## src/design/bmm_pkg.sv

```systemverilog
`default_nettype none

package bmm_pkg;

  // Array limits
  localparam int MAX_ROWS  = 16;
  localparam int MAX_INNER = 64;
  localparam int MAX_COLS  = 64;
  localparam int MAX_BATCH = 256;

  localparam int ROW_W   = 4;   // row index field
  localparam int INNER_W = 6;   // address into a row of A
  localparam int COL_W   = 6;   // column index field
  localparam int BATCH_W = 8;   // batch index field

  // Configuration register widths
  localparam int M_W  = 5;
  localparam int K_W  = 7;
  localparam int N_W  = 7;
  localparam int NB_W = 9;

  localparam int CFG_IDX_W  = 4;
  localparam int CFG_DATA_W = 9;

  localparam logic [CFG_IDX_W-1:0] CFG_ROWS_USED   = 4'd0;
  localparam logic [CFG_IDX_W-1:0] CFG_INNER_USED  = 4'd1;
  localparam logic [CFG_IDX_W-1:0] CFG_COLS_USED   = 4'd2;
  localparam logic [CFG_IDX_W-1:0] CFG_BATCH_COUNT = 4'd3;

  localparam int ELEM_W = 16;
  localparam int PROD_W = 32;
  localparam int ACC_W  = 48;

  localparam logic MODE_A = 1'b0;
  localparam logic MODE_B = 1'b1;

  typedef struct packed {
    logic                     mode;
    logic signed [ELEM_W-1:0] element_value;
  } bmm_in_t;

  typedef struct packed {
    logic [BATCH_W-1:0]      batch_index;
    logic [ROW_W-1:0]        row_index;
    logic [COL_W-1:0]        col_index;
    logic signed [ACC_W-1:0] product_value;
    logic                    last_of_run;
  } bmm_out_t;

  // Work passed down the row cells, one cell per cycle
  typedef struct packed {
    logic                     valid;
    logic                     is_b;     // B element (else A store write)
    logic signed [ELEM_W-1:0] value;
    logic [ROW_W-1:0]         row_sel;  // A: target row; B: last active row
    logic [INNER_W-1:0]       a_addr;   // A: column of A; B: row of B
    logic [COL_W-1:0]         c_addr;   // B: column of B
    logic                     first;    // first row of B: set, not add
    logic                     last;     // last row of B: emit the sum
    logic [BATCH_W-1:0]       batch;
  } bmm_tok_t;

endpackage

`default_nettype wire

```

## src/design/bmm_cell.sv

```systemverilog
`default_nettype none

module bmm_cell (
  input  wire                     clk,
  input  wire                     rst_n,
  input  wire [bmm_pkg::ROW_W-1:0] cell_row,
  input  bmm_pkg::bmm_tok_t       tok_in,
  output bmm_pkg::bmm_tok_t       tok_out,
  output logic                    res_valid,
  output bmm_pkg::bmm_out_t       res
);
  import bmm_pkg::*;

  logic signed [ELEM_W-1:0] a_mem   [MAX_INNER];
  logic signed [ACC_W-1:0]  acc_mem [MAX_COLS];

  bmm_tok_t tok_r;

  logic hit_a;
  logic hit_b;

  // Read stage
  logic signed [ELEM_W-1:0] a_rd_r;
  logic signed [ACC_W-1:0]  acc_rd_r;
  logic                     s1_v_r;
  logic signed [ELEM_W-1:0] s1_val_r;
  logic                     s1_first_r;
  logic                     s1_last_r;
  logic                     s1_lrow_r;
  logic [COL_W-1:0]         s1_col_r;
  logic [BATCH_W-1:0]       s1_batch_r;

  // Multiply stage
  logic signed [PROD_W-1:0] prod_r;
  logic signed [ACC_W-1:0]  s2_acc_r;
  logic                     s2_v_r;
  logic                     s2_first_r;
  logic                     s2_last_r;
  logic                     s2_lrow_r;
  logic [COL_W-1:0]         s2_col_r;
  logic [BATCH_W-1:0]       s2_batch_r;

  logic signed [ACC_W-1:0]  prod_ext;
  logic signed [ACC_W-1:0]  sum;

  logic     res_v_r;
  bmm_out_t res_r;

  assign hit_a = tok_in.valid && !tok_in.is_b && (tok_in.row_sel == cell_row);
  assign hit_b = tok_in.valid && tok_in.is_b && (cell_row <= tok_in.row_sel);

  assign prod_ext = {{(ACC_W-PROD_W){prod_r[PROD_W-1]}}, prod_r};
  assign sum      = s2_first_r ? prod_ext : (s2_acc_r + prod_ext);

  // Stores and payload
  always_ff @(posedge clk) begin
    if (hit_a) begin
      a_mem[tok_in.a_addr] <= tok_in.value;
    end
    a_rd_r   <= a_mem[tok_in.a_addr];
    acc_rd_r <= acc_mem[tok_in.c_addr];
    if (s2_v_r) begin
      acc_mem[s2_col_r] <= sum;
    end

    s1_val_r   <= tok_in.value;
    s1_first_r <= tok_in.first;
    s1_last_r  <= tok_in.last;
    s1_lrow_r  <= (tok_in.row_sel == cell_row);
    s1_col_r   <= tok_in.c_addr;
    s1_batch_r <= tok_in.batch;

    prod_r     <= a_rd_r * s1_val_r;
    s2_acc_r   <= acc_rd_r;
    s2_first_r <= s1_first_r;
    s2_last_r  <= s1_last_r;
    s2_lrow_r  <= s1_lrow_r;
    s2_col_r   <= s1_col_r;
    s2_batch_r <= s1_batch_r;

    res_r.batch_index   <= s2_batch_r;
    res_r.row_index     <= cell_row;
    res_r.col_index     <= s2_col_r;
    res_r.product_value <= sum;
    res_r.last_of_run   <= s2_lrow_r;
  end

  // Stage valids and the item handed to the next cell
  always_ff @(posedge clk) begin
    if (!rst_n) begin
      tok_r   <= '0;
      s1_v_r  <= 1'b0;
      s2_v_r  <= 1'b0;
      res_v_r <= 1'b0;
    end else begin
      tok_r   <= tok_in;
      s1_v_r  <= hit_b;
      s2_v_r  <= s1_v_r;
      res_v_r <= s2_v_r && s2_last_r;
    end
  end

  assign tok_out   = tok_r;
  assign res_valid = res_v_r;
  assign res       = res_r;

endmodule

`default_nettype wire

```

## config.mk

```make
export PLATFORM = sky130hd
export DESIGN_NAME = bmm_cell
export DESIGN_NICKNAME = d
export VERILOG_FILES = /design/src/design/bmm_pkg.sv /design/src/design/bmm_cell.sv
export SDC_FILE = /design/constraint.sdc
export NUM_CORES = 2
export LEC_CHECK = 0
export BUFFER_PORTS_ARGS = -buffer_cell sky130_fd_sc_hd__buf_2
export CAP_MARGIN = 15
export CORE_MARGIN = 5
export CORE_UTILIZATION = 25
export CTS_BUF_LIST = sky130_fd_sc_hd__clkbuf_8
export DETAILED_ROUTE_END_ITERATION = 7
export SLEW_MARGIN = 10
export SYNTH_ARGS = -nofsm -noshare
export SYNTH_HDL_FRONTEND = slang
export SYNTH_SLANG_ARGS = --single-unit
```

## constraint.sdc

```tcl
create_clock -name clk -period 7.7 [get_ports clk]
set_clock_uncertainty 0.1 [all_clocks]
set_input_delay 0.385 -clock clk [delete_from_list [all_inputs] [get_ports clk]]
set_output_delay 0.385 -clock clk [all_outputs]
set_load 0.05 [all_outputs]
```

==> impl_metrics.py <==
metrics = {
    "detailed_routing": {
        "via_per_inst": 4.69,
        "vias": 88961,
        "first_iter_violations": 10074,
        "drc": 0,
        "drt-total-wl_mm": 485,
        "drtPass1Iterations": 6,
        "detail-route-antenna-nets": 0,
        "wl_per_cell_um": 25.5,
    },
    "timing": {
        "report.final.slew_viol_count": 0,
        "setup_violations": 0,
        "fmax_mhz": 149,
        "max_slew.worst_pin.slew_ns": 1.24,
        "timing.final.crit_period_ns": 6.70,
        "tns_ns": 0,
        "hold_viol": 0,
        "slew_headroom_pct": 17.1,
        "fin_crit_sh_pct": 87.0,
        "rsz0062_at_grt": "no",
    },
    "placed_design": {
        "dpl_cell_area_um2": 188000,
        "hpwl_mm": 270,
        "io_buffers": 161,
        "gp_congestion": 0.814,
        "placed_cells": 17653,
    },
    "pwr": {
        "power_density_nw_per_um2": 344,
        "ir_drop_mv": 0.590,
        "leakage_nw": 65.0,
    },
    "clock_network": {
        "clock_path_buffers": 4,
        "clock_latency_ns": 1.29,
        "cts_buffers": 677,
        "hold_buffers": 74,
        "cts_max_level": 6,
        "post_cts_resized": 0,
        "cts_sinks": 4404,
        "cts_setup_buffers": 0,
        "root_buffer": "clkbuf_8",
        "cts_tree": "yes",
        "clk_pin_slew_ns": 0.06,
    },
    "global_route": {
        "grt.total_usage_pct": 13.2,
        "grt_pass1_vias": 90020,
        "grt_pass1_wl_mm": 690,
        "overflow": 0,
        "grt_max_degree": 119,
        "antenna_found_initial": 22,
    },
    "worst_setup_path": {
        "path_class": "reg -> reg",
        "worstPathMaxFanout": 16,
        "crit_arrival_ns": 7.67,
        "cpPeakStageDelay_ns": 0.74,
        "cp_cell_sequence": "nand2_1 -> fa_1 -> fa_1 -> fa_1 -> inv_1 -> fa_1 -> fa_1 -> inv_1 -> fa_1 -> inv_1 -> ha_1 -> nand3_1 -> o31ai_1 -> a31o_2 -> a211oi_1 -> or4b_2 -> o2111ai_1",
        "crit_required_ns": 8.67,
        "cp_common_cell": "fa_1",
        "end_kind": "register",
        "cpMaxStageDelayCell": "o31ai_1",
        "startpoint_type": "register",
    },
    "flow_run": {
        "drv_cap": 0,
    },
    "synth": {
        "synth_area_per_cell_um2": 20.6,
        "synth_edf_count": 4096,
        "ys_async_sr_fraction_pct": 0,
        "synth.net_count": 8864,
        "yosysWarnings": 0,
        "ys_seq_area_share_pct": 74.5,
        "synth_top_flop_cell": "edfxtp_1",
        "synth_cells": 8418,
        "yosys_register_bits": 4404,
        "syn-cell-area_um2": 173000,
        "ys_types": 79,
    },
    "cells_and_area": {
        "final_nets": 9642,
        "design_area_um2": 202000,
        "fin_cells": 18974,
        "syn2layout_area_growth_pct": 16.3,
        "drive_gt1_share_pct": 25.6,
    },
    "die": {
        "die_w_um": 843,
        "fp-row-count": 305,
        "io_pins": 162,
        "core_area_um2": 691000,
        "die_area_um2": 710000,
        "dieHeight_um": 843,
        "start_util_pct": 25.1,
    },
    "run_status": {
        "run_status": "finished, final reports clean",
    },
    "worst_hold_path": {
        "hold_class": "in -> reg",
    },
}
where the power goes:
part	internal [mW]	total [mW]	switching [mW]
combinational	6.74	19.4	12.6
sequential	30.3	30.8	0.498
clock	9.79	19.3	9.49
total	46.8	69.5	22.6
final timing paths:
kind,slack [ns],cells after the start,endpoint,from
max,1.00,17,prod_r[26],s1_val_r[1]
min,0.13,2,s1_col_r[2],tok_in[12]
max reg2reg,1.00,17,prod_r[26],s1_val_r[1]
min reg2reg,0.22,0,s2_acc_r[27],acc_rd_r[27]
sequential cells by signal (all words and copies together) (netlist names), 6 cells and up:
signal      count
prod_r         32
res            67
s2_acc_r       48
a_rd_r         16
acc_mem      3072
tok_out        44
s1_batch_r      8
acc_rd_r       48
s1_val_r       16
s1_col_r        6
a_mem        1024
s2_col_r        6
s2_batch_r      8
worst max-delay path, delay by kind of cell (launching register included):
| kind | cells | cell delay, ns |
|---|---|---|
| adder cells (fa/ha/maj) | 7 | 3.44 |
| flip-flops | 1 | 0.70 |
| AO/OA/AOI/OAI | 4 | 1.23 |
| buffers and inverters | 3 | 0.15 |
| AND/OR/NAND/NOR | 3 | 0.94 |
placed cells by master (no fill, tap or decap), types with 37 or more instances in the layout:
| cell | instances |
|---|---|
| edfxtp_1 | 4096 |
| mux4_2 | 996 |
| clkbuf_8 | 732 |
| inv_1 | 548 |
| a22oi_1 | 361 |
| dfxtp_1 | 307 |
| buf_4 | 275 |
| fa_1 | 263 |
| nand2_1 | 227 |
| and2_1 | 176 |
| buf_2 | 154 |
| ha_1 | 133 |
| a21oi_1 | 126 |
| nor2_1 | 115 |
| clkinv_1 | 110 |
| a31oi_1 | 87 |
| a221oi_1 | 78 |
| nand4_1 | 77 |
| a22o_1 | 76 |
| clkinv_2 | 74 |
| dlygate4sd3_1 | 74 |
| nor2_4 | 62 |
| a21o_1 | 55 |
| xnor2_1 | 40 |
| o21ai_0 | 37 |
layout make-up:
| class | count | area (um^2) |
|---|---|---|
| antenna | 8 | 20.0 |
| clock buffer | 732 | 10100 |
| clock inverter | 507 | 3300 |
| fill | 67523 | 489000 |
| inverter | 316 | 1190 |
| multi-input combinational | 3258 | 42100 |
| sequential | 4404 | 129000 |
| tap | 9210 | 11500 |
| timing repair buffer | 539 | 4270 |
synthesized netlist by cell type (17+ instances only):
master	instances	area share (%)
xnor2_1	40	0.20
inv_1	315	0.68
clkbuf_1	314	0.68
and2_1	176	0.64
nand3_1	35	0.10
a21o_1	55	0.24
a221oi_1	79	0.40
nor2_1	177	0.38
a21oi_1	126	0.36
dfxtp_1	308	3.6
o21bai_1	19	0.082
nor3_1	22	0.064
xor2_1	21	0.11
fa_1	263	3.0
nand2_1	227	0.49
o21ai_1	17	0.049
buf_1	39	0.084
ha_1	133	0.96
a31oi_1	88	0.32
o21ai_0	66	0.19
a22o_1	76	0.38
buf_2	68	0.20
nand4_1	77	0.28
a22oi_1	361	1.6
mux4_2	996	13
edfxtp_1	4096	71
per-stage QoR:
step | worst slack (ns) | power (mW) | hold slack [ns] | util [%]
detailed placement | 0.979 | 50.6 | 0.212 | 27.2
global route | 0.560 | 73.4 | 0.0817 | 29.2
CTS | 0.930 | 70.1 | 0.0130 | 29.2
floorplan | 0.339 | 44.8 | 0.210 | -
global placement | 0.987 | 50.4 | 0.210 | 27.1
finish | 1.00 | 69.5 | 0.129 | 29.2
logic make-up (layout without fill, tap and decap cells):
family,Yosys count,in the layout,share of synthesized area (%)
AOI/OAI and AO/OA,974,974,4.03
xor gates and xnor gates,61,61,0.308
DFF,4404,4404,74.5
muxes,1024,1024,13.1
buffers and inverters,756,2094,1.74
and+or+nand+nor,803,803,2.31
other,0,8,0
adders and majority gates,396,396,4.00
metal layers:
| metal | routed length, um | track usage (%) | part of all wire (%) | up-vias |
|---|---|---|---|---|
| met5 | 0 | 0 | 0 | - |
| met4 | 13300 | 3.60 | 2.7 | 0 |
| met3 | 41000 | 2.45 | 8.5 | 756 |
| met2 | 233000 | 21.6 | 48 | 4117 |
| met1 | 197000 | 18.0 | 41 | 47964 |
| li1 | - | - | - | 36124 |
No activity file was read; power rests on OpenSTA's default activity.
